[config.mk]
export PLATFORM = sky130hd
export DESIGN_NAME = sorted_unique_key_set_insert
export DESIGN_NICKNAME = d
export VERILOG_FILES = /design/src/sv/suksi_pkg.sv /design/src/sv/suksi_cell.sv /design/src/sv/sorted_unique_key_set_insert.sv
export SDC_FILE = /design/constraint.sdc
export NUM_CORES = 2
export LEC_CHECK = 0
export BUFFER_PORTS_ARGS = -buffer_cell sky130_fd_sc_hd__clkbuf_2
export CAP_MARGIN = 20
export CORE_ASPECT_RATIO = 1.2
export CORE_UTILIZATION = 50
export DETAILED_ROUTE_END_ITERATION = 10
export GPL_TIMING_DRIVEN = 0
export MAX_ROUTING_LAYER = met4
export PLACE_DENSITY = 0.77
export SETUP_SLACK_MARGIN = 0.15
export SLEW_MARGIN = 20
export SYNTH_ARGS = -nofsm -noshare
export SYNTH_HDL_FRONTEND = slang
export SYNTH_HIERARCHICAL = 1
export SYNTH_SLANG_ARGS = --single-unit
[constraint.sdc]
create_clock -name clock -period 7.4 [get_ports clock]
set_input_delay 0 -clock clock [delete_from_list [all_inputs] [get_ports clock]]
set_output_delay 0 -clock clock [all_outputs]
set_load 0.05 [all_outputs]
[src/sv/suksi_pkg.sv]
// Shared types and constants for the sorted unique key set.
// No dependencies; imported by every module of the block.
`default_nettype none

package suksi_pkg;

   localparam int KEY_W        = 64;
   localparam int ADDR_W       = 63;
   localparam int FLAG_POS     = 63;
   localparam int STATUS_W     = 3;
   localparam int ENTRY_CNT_W  = 5;
   localparam int CAPACITY_DEF = 16;

   // request actions
   localparam logic ACT_INSERT = 1'b0;
   localparam logic ACT_CLEAR  = 1'b1;

   // result status codes
   localparam logic [STATUS_W-1:0] ST_INSERTED  = 3'd0;
   localparam logic [STATUS_W-1:0] ST_DUPLICATE = 3'd1;
   localparam logic [STATUS_W-1:0] ST_FULL      = 3'd2;
   localparam logic [STATUS_W-1:0] ST_ZERO      = 3'd3;
   localparam logic [STATUS_W-1:0] ST_CLEARED   = 3'd4;

   typedef logic [KEY_W-1:0] key_type;

   // what a cell hands to its upper neighbor
   typedef struct packed {
      key_type key;
      logic    less;
   } cell_link_type;

endpackage

`default_nettype wire

[src/sv/suksi_cell.sv]
// One storage cell of the sorted key chain: holds a key, compares it to the
// broadcast key and takes the new key or its lower neighbor's key on insert.
// Depends on suksi_pkg.
`default_nettype none

module suksi_cell
   import suksi_pkg::*;
(
   input  wire logic          clock,
   input  wire logic          shift_en,
   input  wire logic          occupied,
   input  wire key_type       ins_key,
   input  wire cell_link_type prev_link,
   output cell_link_type      link,
   output logic              match
);

   key_type key_ff;
   key_type key_in;
   logic    less;

   assign less  = occupied && (key_ff < ins_key);
   assign match = occupied && (key_ff == ins_key);

   assign link.key  = key_ff;
   assign link.less = less;

   always_comb begin
      key_in = key_ff;
      if (!less) begin
         // first cell above the smaller keys takes the new key, the rest move up
         key_in = prev_link.less ? ins_key : prev_link.key;
      end
   end

   always_ff @(posedge clock) begin
      if (shift_en) begin
         key_ff <= key_in;
      end
   end

endmodule

`default_nettype wire

[src/sv/sorted_unique_key_set_insert.sv]
// Top level of the sorted unique key set: a row of compare-and-shift cells,
// the entry counter and the result register. Depends on suksi_pkg, suksi_cell.
//
//   channel | direction | beat contents
//   req_    | in        | action, code_address, private_flag
//   rsp_    | out       | status, entry_count
//
// One beat is taken per cycle while no result beat is stalled; every cell compares against the incoming key
// in parallel and shifts in the same cycle that the beat is taken.
// The result is registered and appears the cycle after its request beat.
// The request side stalls only while a result waits and rsp_ready is low.
// Reset empties the set by clearing the count; no sweep of the key cells.
`default_nettype none

module sorted_unique_key_set_insert
   import suksi_pkg::*;
#(
   parameter int CAPACITY = CAPACITY_DEF
)
(
   input  wire logic                   clock,
   input  wire logic                   reset,
   input  wire logic                   req_valid,
   output logic                        req_ready,
   input  wire logic                   req_action,
   input  wire logic [ADDR_W-1:0]      req_code_address,
   input  wire logic                   req_private_flag,
   output logic                        rsp_valid,
   input  wire logic                   rsp_ready,
   output logic [STATUS_W-1:0]         rsp_status,
   output logic [ENTRY_CNT_W-1:0]      rsp_entry_count
);

   localparam int CNT_W = $clog2(CAPACITY + 1);
   localparam int EXT_W = CNT_W + ENTRY_CNT_W;

   logic [CNT_W-1:0]       count_ff, count_in;
   logic                   rsp_valid_ff, rsp_valid_in;
   logic [STATUS_W-1:0]    status_ff, status_in;
   logic [ENTRY_CNT_W-1:0] entry_ff, entry_in;
   logic [EXT_W-1:0]       count_ext;

   logic                   accept;
   logic                   shift_en;
   key_type                ins_key;
   logic [CAPACITY-1:0]    match_vec;
   cell_link_type          links [CAPACITY+1];

   assign accept  = req_valid && req_ready;
   assign ins_key = {req_private_flag, req_code_address};

   // bottom of the chain: everything below cell 0 counts as smaller
   assign links[0].key  = '0;
   assign links[0].less = 1'b1;

   for (genvar i = 0; i < CAPACITY; i++) begin : g_cell
      suksi_cell u_cell (
         .clock     (clock),
         .shift_en  (shift_en),
         .occupied  (CNT_W'(i) < count_ff),
         .ins_key   (ins_key),
         .prev_link (links[i]),
         .link      (links[i+1]),
         .match     (match_vec[i])
      );
   end

   always_comb begin
      shift_en  = 1'b0;
      count_in  = count_ff;
      status_in = ST_INSERTED;
      if (req_action == ACT_CLEAR) begin
         status_in = ST_CLEARED;
         count_in  = '0;
      end else if (req_code_address == '0) begin
         status_in = ST_ZERO;
      end else if (|match_vec) begin
         status_in = ST_DUPLICATE;
      end else if (count_ff == CNT_W'(CAPACITY)) begin
         status_in = ST_FULL;
      end else begin
         shift_en = accept;
         count_in = count_ff + CNT_W'(1);
      end
      count_ext = EXT_W'(count_in);
      entry_in  = count_ext[ENTRY_CNT_W-1:0];
   end

   assign req_ready    = !rsp_valid_ff || rsp_ready;
   assign rsp_valid_in = accept || (rsp_valid_ff && !rsp_ready);

   always_ff @(posedge clock) begin
      if (reset) begin
         count_ff     <= '0;
         rsp_valid_ff <= 1'b0;
      end else begin
         rsp_valid_ff <= rsp_valid_in;
         if (accept) begin
            count_ff <= count_in;
         end
      end
   end

   always_ff @(posedge clock) begin
      if (accept) begin
         status_ff <= status_in;
         entry_ff  <= entry_in;
      end
   end

   assign rsp_valid       = rsp_valid_ff;
   assign rsp_status      = status_ff;
   assign rsp_entry_count = entry_ff;

endmodule

`default_nettype wire

* Yosys cells after proc, flatten, opt, wreduce, memory -nomap -nowiden
Index checks and enable logic that the tools add are counted.
** Cells by class
- $add $sub $neg :: 1
- $lt $le $gt $ge :: 32
- Equal/unequal tests :: 17
- Mux-type cells :: 26
- Bitwise logic cells :: 16
- Reduce and logical (&&, ||, !) cells :: 56
** Operator list (count)
- 64-bit == test :: 16
- 64-bit less-than comparator :: 16
- 64-bit two-way mux :: 15
- 63-bit logical NOT :: 1
- 4-bit by 5-bit less-than comparator with 1-bit output (first input constant) :: 8
- 1-bit logical AND :: 34
- 2-bit AND reduction :: 16
- 3-bit by 5-bit less-than comparator with 1-bit output (first input constant) :: 4
- 5-bit two-way mux :: 4
- 1-bit inverter :: 16
- 16-bit OR reduction :: 1
- 1-bit by 5-bit less-than comparator with 1-bit output (first input constant) :: 2
- 2-bit by 5-bit less-than comparator with 1-bit output (first input constant) :: 2
- 2-bit two-way mux :: 3
- 5-bit by 1-bit adder with 5-bit output (second input constant) :: 1
- 5-bit == test (second input constant) :: 1
- 1-bit two-way mux :: 4
- 1-bit logical NOT :: 2
- 1-bit logical OR :: 2
** Storage, ports and cells
- Register bits after elaboration :: 1038
- Output and inout bits :: 10
- Logic and storage cells :: 168

* Longest topological paths before layout
- Depth after elaboration :: 8
- Mapped depth :: 14

* By module
Netlist, hierarchy kept.
** By module, submodules not included
- suksi_cell :: instances 16, cells an instance 374, area an instance 4386.7 µm², seq. area each 1921.8 µm²
- sorted_unique_key_set_insert :: instances 1, cells an instance 138, area an instance 1066.0 µm², seq. area each 360.3 µm²

* Least setup slack after synthesis
OpenSTA, ideal clock, no wires.
- Kind :: register to register
- From :: register count_ff[3]
- To :: register g_cell[0].u_cell.key_ff[0] (enable)
- Setup time :: 434 ps
- Arrival :: 5125 ps
- Data required time :: 6966 ps
- Slack :: 1841 ps
- Stages on the path, launching flop included :: 13
- Buffers on the path :: 1
- Cell sequence :: dfxtp_1 -> clkbuf_1 -> nor2_1 -> inv_1 -> nor2_1 -> nand2_1 -> and4_1 -> and4_1 -> nor4_1 -> nand4_1 -> or3_1 -> nor3_1 -> o41a_1
** On the way
- Cells in the longest elaborated chain, start to end :: 7
- Elaborated cells on any way between the ends :: 41
- Classes of those cells :: order compare: 16; eq/ne: 1; mux: 4; bitwise: 1; reduce/logical: 19
** RTL lines
- start: declaration :: RTL line sorted_unique_key_set_insert.sv:37 : logic [CNT_W-1:0] count_ff, count_in;
- start signal: assignment :: RTL line sorted_unique_key_set_insert.sv:99 : count_ff <= count_in;
- 1-bit by 5-bit less-than comparator with 1-bit output :: RTL line sorted_unique_key_set_insert.sv:60 : .occupied (CNT_W'(i) < count_ff),
- 1-bit logical AND :: RTL line suksi_cell.sv:23 : assign match = occupied && (key_ff == ins_key);
- named net match_vec[1] :: RTL line sorted_unique_key_set_insert.sv:46 : logic [CAPACITY-1:0] match_vec;
- 16-bit OR reduction :: RTL line sorted_unique_key_set_insert.sv:77 : end else if (|match_vec) begin
- 1-bit two-way mux :: RTL line sorted_unique_key_set_insert.sv:77
- 1-bit two-way mux :: RTL line sorted_unique_key_set_insert.sv:75 : end else if (req_code_address == '0) begin
- 1-bit two-way mux :: RTL line sorted_unique_key_set_insert.sv:72 : if (req_action == ACT_CLEAR) begin
- named net shift_en :: RTL line sorted_unique_key_set_insert.sv:44 : logic shift_en;
- 2-bit AND reduction (no source line)
- end signal: assignment :: RTL line suksi_cell.sv:38 : key_ff <= key_in;
- end: declaration :: RTL line suksi_cell.sv:18 : key_type key_ff;
The timed path passes the listed nets, and every way through them passes these cells.
A chain may end at the register's enable or synchronous reset.

* Worst setup path after layout
- From :: register count_ff[4]
- To :: register g_cell[0].u_cell.key_ff[35] (enable)
The elaborated chain is that of the path after synthesis.

==> flow_summary.toml <==
[clock_network]
clkTransAtPathRegs_ns = 0.06
htree_levels = 3
clk_path_buf_depth = 3
cts_resized = 0
clkSinkCount = 1038
ctsRootBufferMaster = "clkbuf_16"
postCtsSetupBuffers = 0
cts_buffers = 113
clk_latency_ns = 0.71
tritoncts = "yes"

[sta]
holdWs_ns = 0.213
finalSetupViolations = 0
maxSlewHeadroom_pct = 11.3
finalCriticalPeriod_ns = 6.37
rsz0062_at_grt = "false"
fin_ws_ns = 1.03
fmax_ghz = 0.157
skew_ns = 0.0287
setup_tns_ns = 0
period_share_pct = 86.1
finalHoldViolations = 0
worst_pin_slew_ns = 1.32
maxSlewViolCount = 0

[routing]
vias = 47000
wl_per_cell_um = 18.7
final_antenna_net_count = 0
wl_mm = 156
drc = 0
via_per_inst = 5.64
dr.first_iter.drc_count = 2762
drt-pass1-iter-count = 5

[cells_and_area]
final_layout_size_suffix_gt1_share_pct = 23.6
regArea_um2 = 31100
diodes = 0
final_util_pct = 55.2
design_area_um2 = 78100
n_fill_cell = 11400
multi_input_area_um2 = 35700
final_nets = 7493
area_growth_pct = 9.59

[placed_design]
dp_hpwl_mm = 124
postPlaceCellArea_um2 = 74500
port_buffers = 77
post-place-ws_ns = 1.21
finalWeightedCongestion = 0.947

[setup_path]
crit_fanout = 33
critPathLaunchType = "register"
end_kind = "register"
r2r_slack_ns = 1.03
crit_arrival_ns = 6.77
worst_path_max_delay_cell = "nor4_1"
crit_path_cell_trace = "clkbuf_1, nor2_1, inv_1, nor2_1, nand2_1, and4_1, and4_1, nor4_1, nand4_1, or3_1, nor3_2, buf_4, o41a_2, buf_12"
cp.required_ns = 7.80
critPathMaxStageDelay_ns = 0.74
rr_worst_depth = 14
worstSetupPathType = "register to register"
r2r-start = "count_ff[4]"
r2r-end = "g_cell[0].u_cell/key_ff[35]"

[min_path]
holdPathStages = 2
hp-class = "input pin to register"
hp-start = "req_code_address[9]"
min_to = "g_cell[15].u_cell/key_ff[9]"

[pwr]
power.leakage_nw = 33.1
switching_share_pct = 24.9
p_int_mw = 10.6
power.share.combinational_pct = 13.2
p_clk_share_pct = 37.8
p_per_area_nw_per_um2 = 180
seqPwrFrac_pct = 49.0
peakVddDrop_v = 0.000254
switching_power_mw = 3.50

[die]
chipWidth_um = 347
die_h_um = 415
initial_core_util_pct = 50.4
die-area_um2 = 144000
core_area_um2 = 141000
rows = 151
ioPinCount = 79

[grt]
grt_pass1_wl_mm = 251
antenna_found_initial = 1
grt_max_degree = 38
track_usage_pct = 22.2
grt_pass1_vias = 48900
grt_overflow = 0

[run_status]
status = "completed"

[logic_synthesis]
postSynthCellCount = 6120
syn_avg_cell_area_um2 = 11.6
synth_warnings = 6
syn_area_um2 = 71200

[job]
drv_cap = 0
[cell usage in the layout (no fill, tap or decap), types with 65 or more instances in the layout]
cell,instances
mux2_2,1025
conb_1,65
nor4_1,100
a21oi_1,420
inv_1,1081
buf_2,96
o21ai_0,119
clkbuf_16,114
clkbuf_2,77
nand2_1,286
ha_1,1026
nand4_1,197
edfxtp_1,1032
[routing by layer]
| layer | vias to the layer above | track usage, % | routed length [um] |
|---|---|---|---|
| met5 | - | - | 0 |
| met4 | 0 | 13.4 | 10300 |
| met3 | 381 | 2.17 | 5310 |
| met2 | 998 | 39.0 | 77900 |
| met1 | 22400 | 24.2 | 62400 |
| li1 | 23200 | - | - |
[worst max-delay path: cells and delay by family, from the launching register on]
| kind | cells | cell delay, ns |
|---|---|---|
| compound gates | 1 | 0.68 |
| buf+inv | 4 | 1.02 |
| flops | 1 | 0.46 |
| simple gates | 9 | 3.86 |
[state kept, by name, indices dropped and copies added (netlist names)]
name                  flops
count_ff                  5
g_cell.u_cell/key_ff   1024
rsp_entry_count           5
rsp_valid                 1
rsp_status                3
[final cells by class]
type | instances | area share, %
Multi-Input combinational cell | 3929 | 45.7
Clock buffer | 144 | 3.80
Buffer | 135 | 0.875
Clock inverter | 63 | 0.664
Tap cell | 1836 | 2.94
Inverter | 1081 | 5.20
Sequential cell | 1038 | 39.8
Timing Repair Buffer | 100 | 0.984
[how the worst max path moves through the flow]
stage / start / endpoint / slack (ns) / depth (start not counted)
after floorplan: count_ff[3] / g_cell[0].u_cell/key_ff[0] / 1.84 / 12
final: count_ff[4] / g_cell[0].u_cell/key_ff[35] / 1.03 / 14
after global routing: count_ff[4] / g_cell[0].u_cell/key_ff[32] / 0.88 / 14
after detailed placement: req_code_address[34] / g_cell[0].u_cell/key_ff[34] / 1.21 / 15
after CTS: count_ff[4] / g_cell[0].u_cell/key_ff[34] / 1.20 / 14
after global placement: req_code_address[34] / g_cell[0].u_cell/key_ff[34] / -2.24 / 13
[timing repair]
| item | CTS | global route |
|---|---|---|
| setup endpoints to repair | 0 | 0 |
| hold endpoints to repair | 11 | 0 |
| hold buffers | 4 | 0 |
[power groups by stage]
stage | Sequential, mW | Clock, mW | Combinational, mW
floorplan | 6.99 | 0 | 1.24
global placement | 7.03 | 0 | 1.66
detailed placement | 7.02 | 0 | 1.82
CTS | 6.90 | 5.43 | 1.84
global route | 6.92 | 5.68 | 2.10
finish | 6.90 | 5.32 | 1.85
[metrics by stage]
| step | power [mW] | cells |
|---|---|---|
| 2_1_floorplan | 8.23 | 6183 |
| 4_1_cts | 14.2 | 8326 |
| 6_report | 14.1 | 8326 |
| 3_3_place_gp | 8.69 | 8096 |
| 3_5_place_dp | 8.83 | 8115 |
| 5_1_grt | 14.7 | 8326 |
Power figures use the tool's default switching activity.
